### src/rtl/core/lsd_pkg.sv
`timescale 1ns / 1ps

package lsd_pkg;

  // Operation codes carried by in_mode
  localparam logic [2:0] MODE_PUSH         = 3'd0;
  localparam logic [2:0] MODE_POP          = 3'd1;
  localparam logic [2:0] MODE_TOP          = 3'd2;
  localparam logic [2:0] MODE_CLEAR        = 3'd3;
  localparam logic [2:0] MODE_PRINT        = 3'd4;
  localparam logic [2:0] MODE_SILENT_CLEAR = 3'd5;

  // Result status codes
  localparam logic [1:0] STAT_VALID = 2'd0;
  localparam logic [1:0] STAT_EMPTY = 2'd1;
  localparam logic [1:0] STAT_FULL  = 2'd2;

  localparam int unsigned WORD_W = 32;

  typedef logic signed [WORD_W-1:0] word_t;

  // Shift command broadcast to every cell of the chain
  typedef enum logic [1:0] {
    SH_HOLD,
    SH_DOWN,
    SH_UP
  } shift_t;

  typedef enum logic [1:0] {
    S_IDLE,
    S_EXEC,
    S_PRINT
  } state_t;

endpackage

### src/rtl/core/lsd_cell.sv
`timescale 1ns / 1ps

module lsd_cell
  import lsd_pkg::*;
(
  input  logic   clk,
  input  shift_t shift,
  input  word_t  down_in,
  input  word_t  up_in,
  output word_t  word
);

  word_t word_r;
  word_t word_nxt;

  // Take the word of the neighbor above on a push, below on a pop or rotate.
  always_comb begin
    unique case (shift)
      SH_DOWN: word_nxt = down_in;
      SH_UP:   word_nxt = up_in;
      default: word_nxt = word_r;
    endcase
  end

  always_ff @(posedge clk) begin
    word_r <= word_nxt;
  end

  assign word = word_r;

endmodule

### src/rtl/core/lsd_chain.sv
`timescale 1ns / 1ps

module lsd_chain
  import lsd_pkg::*;
#(
  parameter int DEPTH = 64
) (
  input  logic   clk,
  input  shift_t shift,
  input  word_t  push_value,
  output word_t  top_word
);

  word_t words [DEPTH];

  // Cell 0 is the top of the stack. The bottom cell wraps to cell 0 so that an
  // upward shift of DEPTH steps returns the chain to where it started.
  for (genvar i = 0; i < DEPTH; i++) begin : g_cell
    word_t down_in;
    word_t up_in;

    if (i == 0) begin : g_first
      assign down_in = push_value;
    end else begin : g_mid_dn
      assign down_in = words[i-1];
    end

    if (i == DEPTH - 1) begin : g_last
      assign up_in = words[0];
    end else begin : g_mid_up
      assign up_in = words[i+1];
    end

    lsd_cell u_cell (
      .clk     (clk),
      .shift   (shift),
      .down_in (down_in),
      .up_in   (up_in),
      .word    (words[i])
    );
  end

  assign top_word = words[0];

endmodule

### src/rtl/core/lifo_stack_with_dump.sv
`timescale 1ns / 1ps

// LIFO stack of DEPTH signed 32-bit words built as a row of shift cells, cell 0
// holding the top. Push moves every word one cell down and writes cell 0, pop
// moves every word one cell up, so no addressing is needed. Each operation is
// accepted in S_IDLE and executed in S_EXEC; one that owes a result waits in
// S_EXEC while a stalled result holds the output register. Print then rotates
// the chain a full circle through its wrap path in S_PRINT, one cell per cycle
// while no due word meets a stalled output, and cell 0 is sent out on each of
// the first fill-count steps, the final one marked with out_last. An empty
// stack answers pop, top, print and clear with one empty-status result; a push
// onto a full stack is dropped with a full status.
// No clearing pass follows reset: stored words are never read before written.
module lifo_stack_with_dump
  import lsd_pkg::*;
#(
  parameter int DEPTH = 64
) (
  input  logic                     clk,
  input  logic                     rst_n,
  // input channel
  input  logic                     in_valid,
  output logic                     in_stall,
  input  logic [2:0]               in_mode,
  input  logic signed [WORD_W-1:0] in_push_value,
  // result channel
  output logic                     out_valid,
  input  logic                     out_stall,
  output logic [1:0]               out_status,
  output logic signed [WORD_W-1:0] out_value,
  output logic                     out_last
);

  localparam int CNT_W = $clog2(DEPTH + 1);
  localparam int IDX_W = $clog2(DEPTH);

  state_t             state_r, state_nxt;
  logic [CNT_W-1:0]   count_r, count_nxt;
  logic [IDX_W-1:0]   step_r, step_nxt;
  logic [2:0]         mode_r;
  word_t              value_r;

  logic               out_valid_r;
  logic [1:0]         out_status_r;
  word_t              out_value_r;
  logic               out_last_r;

  shift_t             shift;
  word_t              top_word;
  logic               slot_free;
  logic               in_xfer;
  logic               load;
  logic [1:0]         ld_status;
  word_t              ld_value;
  logic               ld_last;
  logic               empty;
  logic               full;
  logic               emit;

  lsd_chain #(
    .DEPTH (DEPTH)
  ) u_chain (
    .clk        (clk),
    .shift      (shift),
    .push_value (value_r),
    .top_word   (top_word)
  );

  // Accept one transfer at a time; the item then executes in S_EXEC.
  assign in_stall  = (state_r != S_IDLE);
  assign in_xfer   = in_valid && !in_stall;
  // The output register can take a new result this cycle.
  assign slot_free = !out_valid_r || !out_stall;
  assign empty     = (count_r == '0);
  assign full      = (count_r == CNT_W'(DEPTH));
  // During print, steps below the fill count send a word; the rest only rotate.
  assign emit      = (CNT_W'(step_r) < count_r);

  always_comb begin
    state_nxt = state_r;
    count_nxt = count_r;
    step_nxt  = step_r;
    shift     = SH_HOLD;
    load      = 1'b0;
    ld_status = STAT_VALID;
    ld_value  = '0;
    ld_last   = 1'b1;

    unique case (state_r)
      S_IDLE: begin
        if (in_valid) begin
          state_nxt = S_EXEC;
        end
      end

      S_EXEC: begin
        unique case (mode_r)
          MODE_PUSH: begin
            if (full) begin
              // Drop the word and report; wait for room in the output register.
              if (slot_free) begin
                load      = 1'b1;
                ld_status = STAT_FULL;
                state_nxt = S_IDLE;
              end
            end else begin
              shift     = SH_DOWN;
              count_nxt = count_r + 1'b1;
              state_nxt = S_IDLE;
            end
          end
          MODE_POP: begin
            if (slot_free) begin
              load      = 1'b1;
              state_nxt = S_IDLE;
              if (empty) begin
                ld_status = STAT_EMPTY;
              end else begin
                ld_value  = top_word;
                shift     = SH_UP;
                count_nxt = count_r - 1'b1;
              end
            end
          end
          MODE_TOP: begin
            if (slot_free) begin
              load      = 1'b1;
              state_nxt = S_IDLE;
              if (empty) begin
                ld_status = STAT_EMPTY;
              end else begin
                ld_value  = top_word;
              end
            end
          end
          MODE_CLEAR: begin
            if (empty) begin
              if (slot_free) begin
                load      = 1'b1;
                ld_status = STAT_EMPTY;
                state_nxt = S_IDLE;
              end
            end else begin
              count_nxt = '0;
              state_nxt = S_IDLE;
            end
          end
          MODE_PRINT: begin
            if (empty) begin
              if (slot_free) begin
                load      = 1'b1;
                ld_status = STAT_EMPTY;
                state_nxt = S_IDLE;
              end
            end else begin
              step_nxt  = '0;
              state_nxt = S_PRINT;
            end
          end
          MODE_SILENT_CLEAR: begin
            count_nxt = '0;
            state_nxt = S_IDLE;
          end
          default: begin
            // Unused codes: drop silently.
            state_nxt = S_IDLE;
          end
        endcase
      end

      S_PRINT: begin
        // Advance one rotation step unless a word is due and the output is stalled.
        if (!emit || slot_free) begin
          shift    = SH_UP;
          step_nxt = step_r + 1'b1;
          if (emit) begin
            load     = 1'b1;
            ld_value = top_word;
            ld_last  = ((CNT_W'(step_r) + 1'b1) == count_r);
          end
          if (step_r == IDX_W'(DEPTH - 1)) begin
            state_nxt = S_IDLE;
          end
        end
      end

      default: begin
        state_nxt = S_IDLE;
      end
    endcase
  end

  always_ff @(posedge clk) begin
    if (!rst_n) begin
      state_r     <= S_IDLE;
      count_r     <= '0;
      step_r      <= '0;
      out_valid_r <= 1'b0;
    end else begin
      state_r <= state_nxt;
      count_r <= count_nxt;
      step_r  <= step_nxt;
      if (load) begin
        out_valid_r <= 1'b1;
      end else if (!out_stall) begin
        out_valid_r <= 1'b0;
      end
    end
  end

  // Payload registers: hold the accepted item and the pending result.
  always_ff @(posedge clk) begin
    if (in_xfer) begin
      mode_r  <= in_mode;
      value_r <= in_push_value;
    end
    if (load) begin
      out_status_r <= ld_status;
      out_value_r  <= ld_value;
      out_last_r   <= ld_last;
    end
  end

  assign out_valid  = out_valid_r;
  assign out_status = out_status_r;
  assign out_value  = out_value_r;
  assign out_last   = out_last_r;

`ifndef NO_ASSERTIONS
  // The word count stays within the store.
  a_count_bound: assert property (@(posedge clk) disable iff (!rst_n)
    count_r <= CNT_W'(DEPTH))
    else $error("fill count exceeds depth");

  // A new result never overwrites one that is still waiting to be taken.
  a_no_overwrite: assert property (@(posedge clk) disable iff (!rst_n)
    load |-> (!out_valid_r || !out_stall))
    else $error("result loaded over a stalled result");

  // The count only moves while an item executes.
  a_count_in_exec: assert property (@(posedge clk) disable iff (!rst_n)
    ($past(rst_n) && (count_r != $past(count_r))) |-> ($past(state_r) == S_EXEC))
    else $error("fill count changed outside execution");

  // Print leaves only after the full rotation, with the chain back in place.
  a_print_exit: assert property (@(posedge clk) disable iff (!rst_n)
    (state_r == S_PRINT && state_nxt == S_IDLE) |-> (step_r == IDX_W'(DEPTH - 1)))
    else $error("print ended before a full rotation");
`endif

endmodule

### config.mk
export PLATFORM = sky130hd
export DESIGN_NAME = lifo_stack_with_dump
export DESIGN_NICKNAME = d
export VERILOG_FILES = /design/src/rtl/core/lsd_pkg.sv /design/src/rtl/core/lsd_cell.sv /design/src/rtl/core/lsd_chain.sv /design/src/rtl/core/lifo_stack_with_dump.sv
export SDC_FILE = /design/constraint.sdc
export NUM_CORES = 2
export LEC_CHECK = 0
export BUFFER_PORTS_ARGS = -buffer_cell sky130_fd_sc_hd__buf_2
export CAP_MARGIN = 40
export CORE_AREA = 2 2 415 623
export DETAILED_ROUTE_END_ITERATION = 16
export DIE_AREA = 0 0 417 625
export GPL_TIMING_DRIVEN = 0
export PLACE_DENSITY = 0.65
export SYNTH_ARGS = -nofsm -noshare
export SYNTH_HDL_FRONTEND = slang
export SYNTH_HIERARCHICAL = 1
export SYNTH_SLANG_ARGS = --single-unit
### constraint.sdc
create_clock -name clk -period 9.6 [get_ports clk]
set_clock_uncertainty 0.15 [all_clocks]
set_input_delay 2.88 -clock clk [delete_from_list [all_inputs] [get_ports clk]]
set_output_delay 2.88 -clock clk [all_outputs]
set_load 0.005 [all_outputs]
==> implementation parameters <==
Parameter                              Value

Routing
  Wire length after detailed routing ... between 200 and 250 mm
  Number of nets still failing antenna checks after routing ... 0
  Starting DRC count in detailed routing ... 2747
  Routed wire per std cell ... 23.6 um
  DRC violations left ... 0
  Via density per instance ... approximately 4.9
  Total number of vias ... 42800
  Drt first pass iters ... 6

Yosys
  Mux cell area share after synthesis ... between 20% and 30%
  Syn Inst Count ... 4855
  Flops & latches, synth ... roughly 2100
  Count of unique library cells instantiated by Yosys ... between 50 and 60
  Synth Area per Inst ... approximately 21 um2
  Synthesized Nets ... approximately 5000
  Number of enable flip-flop cells after synthesis ... ~2100
  Warnings, synthesis ... 6
  Share of synthesized area occupied by flip-flops and latches ... 62.9%
  Xor-xnor portion of the synthesized cell area ... less than 1%
  Compound-cell area share of the yosys netlist ... 0.442%
  Synthesized-area fraction occupied by adder cells ... approximately 1.0%
  Synthesized area ... approximately 100000 um2
  Synthesized-area fraction occupied by and/or/nand/nor cells ... 0.591%
  Combinational family with the most area after synthesis ... multiplexers
  Top_reg_cell synth ... edfxtp_1
  Ys async rst share ... 0%

Pwr
  Power density relative to cell area ... between 150 and 200 nW/um2
  Design Power ... 19.1 mW
  Switching part of the total power ... between 20 and 25%
  Gate power share ... 3.1%
  Sequential power share ... a little over half
  Clock share of power ... 42.1%
  Reported net switching power ... 3.87 mW
  Maximum resistive drop on vdd ... ~140 uV
  Leakage dissipation ... 38.8 nW
  Internal Pwr Total ... approximately 15 mW

Timing
  Worst slew margin ... 42.4%
  Worst hold slack ... 0.350 ns
  Max Clock Freq ... 203 MHz
  Min Tclk post-route ... 4.93 ns
  Crit path setup slack, layout ... 4.67 ns
  Max-slew violation total from the final report ... 0
  Setup TNS ... 0 ns
  Unrepaired setup endpoints after global routing ... no
  Final setup violation count ... 0
  Transition time at the pin with the least slew margin ... 0.863 ns
  Period utilisation layout ... 51.3%
  Final hold vios ... 0

Final layout
  Area added between synthesis and finish ... 12.8%
  Fin util ... ~45%
  Leading cell types in the layout, fill and taps excluded ... edfxtp_1, mux2_4, clkbuf_16
  Most common cell after layout, fill and taps aside ... edfxtp_1
  Number of inserted filler cells in the final layout ... 21500
  Fraction of final layout cells sized beyond drive strength 1 ... 51.1%
  Post-layout instance count excluding filler cells ... 8707
  Post-route cell area ... roughly 110000 um2
  Net count, final ... 5332

Clock tree
  Hold buffers post-CTS ... 0
  Clock buffers created by TritonCTS ... 208
  Root Driver ... clkbuf_16
  Count of instances resized after the clock tree is built ... 0
  Clock latency on the worst-skew pair ... 0.85 ns
  Number of sinks handled by clock tree synthesis ... around 2100
  Post-CTS setup repair buffer count ... 0
  Buffers from clock root to sink, at most ... 4
  H-tree lvl count ... 4
  CTS clock-pin slew for the worst setup and hold paths ... 0.06 ns
  Clock tree from TritonCTS ... done

Setup path
  Critical-path maximum fanout ... 23
  Critical setup path kind ... in2reg
  Endpoint kind of the worst setup timing path ... flip-flop
  Worst-path cell chain ... buf_2 > nand2_1 > a41o_1 > nand2_1 > a31oi_4 > buf_12 > buf_12 > ha_1 > inv_1 > buf_16
  Worst-path cell with the longest stage delay ... inv_1
  Arrival time reported for the critical path endpoint ... 5.28 ns
  Biggest cell delay along the critical path ... 0.49 ns
  Nature of the critical path startpoint ... primary input
  Crit path required time ... 9.95 ns

Placed design
  Weighted congestion at the end of routability-driven global placement ... 0.808
  Setup slack after placement ... 3.80 ns
  Number of instances in the placed design ... between 8000 and 9000
  Cell area after placement ... about 110000 um2
  Number of port buffers ... 74
  DPL Wire Length ... 155 mm

Global routing
  First-pass GRT wire length ... 309 mm
  Largest net degree at the start of global routing ... 33
  Initial antenna violation count ... 6
  Total global-route track usage ... 15.5%
  Remaining global-route overflow ... 0
  Number of global-route vias before repair ... 47300

Worst hold path
  Type of the tightest min-delay check ... reg2reg

Die
  Number of top-level pins ... 76
  Number of cell rows ... 228
  Overall die area ... 261000 um2
  Overall die width ... 417 um
  Initial Utilization ... 39.7%
  Area of the placeable core ... 256000 um2
  Die Height ... 625 um

Job
  Number of violations of the max-capacitance limit ... 0

Run status
  Run status ... complete, no violations
-- Yosys cell counts (4+ instances only) --
cell	n	share of area, %
buf_2	4	0.020
clkbuf_1	8	0.030
buf_12	192	3.8
and2_1	36	0.22
a31oi_1	5	0.031
nand2_1	14	0.052
and3_1	4	0.025
inv_1	138	0.51
a21oi_1	12	0.059
xnor2_1	8	0.069
nand4b_1	5	0.043
xor2_1	5	0.043
buf_6	66	0.73
nor2_1	8	0.030
o21ai_0	8	0.039
o22ai_1	5	0.031
a21o_1	4	0.030
dfxtp_1	16	0.32
a21boi_1	4	0.030
mux2_4	1920	28
mux2_2	128	1.4
nand2b_1	4	0.025
ha_1	79	0.97
nand3_1	15	0.074
edfxtp_1	2118	63
-- critical path: cells and delay by family --
family	cells	cell delay (ns)
fa+ha+maj	1	0.25
compound gates	2	0.49
buf+inv	5	1.26
simple gates	2	0.34
-- flip-flops by register name, indices dropped and copies added (netlist names) --
signal / count
state_r: 2
mode_r: 3
step_r: 6
out_last: 1
count_r: 7
value_r: 32
out_valid: 1
u_chain/g_cell.u_cell/word: 2048
out_value: 32
out_status: 2
-- metal layers --
| metal | part of all wire (%) | global-route usage, % |
|---|---|---|
| met5 | 0 | 0 |
| met4 | 4.3 | 6.43 |
| met3 | 2.8 | 1.89 |
| met2 | 54 | 29.4 |
| met1 | 39 | 17.4 |
-- logic make-up (layout without fill, tap and decap cells) --
family / after synthesis / after routing
flip-flops: 2134 / 2134
adder cells (fa/ha/maj): 81 / 81
AND/OR/NAND/NOR: 102 / 102
buffers and inverters: 411 / 927
multiplexers: 2051 / 2051
AO/OA/AOI/OAI: 63 / 63
other: 0 / 1
XOR/XNOR: 13 / 13
-- final timing paths --
| kind | from | end | slack, ns | cells after the start |
|---|---|---|---|---|
| max | out_stall | u_chain/g_cell[23].u_cell/word[26]$_DFFE_PP_ | 4.67 | 10 |
| min | state_r[1]$_SDFFE_PN0P_ | state_r[1]$_SDFFE_PN0P_ | 0.35 | 2 |
| max reg2reg | state_r[1]$_SDFFE_PN0P_ | u_chain/g_cell[23].u_cell/word[26]$_DFFE_PP_ | 6.10 | 11 |
| min reg2reg | state_r[1]$_SDFFE_PN0P_ | state_r[1]$_SDFFE_PN0P_ | 0.35 | 2 |
-- power groups by stage --
stage | sequential (mW) | combinational, mW | clock [mW]
after floorplan | 10.6 | 0.444 | 0
after global placement | 10.6 | 0.533 | 0
after detailed placement | 10.6 | 0.601 | 0
after CTS | 10.4 | 0.603 | 8.29
after global routing | 10.4 | 0.638 | 8.60
final | 10.4 | 0.599 | 8.03
-- area by class of cell --
cell class | count | area (um2) | share of cell area [%]
flip-flops and latches | 2134 | 63900 | 55.8
multi-input cells | 2310 | 32500 | 28.4
clock buffers | 255 | 5420 | 4.73
plain buffers | 273 | 4660 | 4.07
well taps | 3335 | 4170 | 3.64
repair buffers | 148 | 2310 | 2.02
clock inverters | 113 | 1050 | 0.914
inverters | 138 | 518 | 0.452
diodes | 1 | 2.50 | 0.00218
No activity file was read; power rests on OpenSTA's default activity.
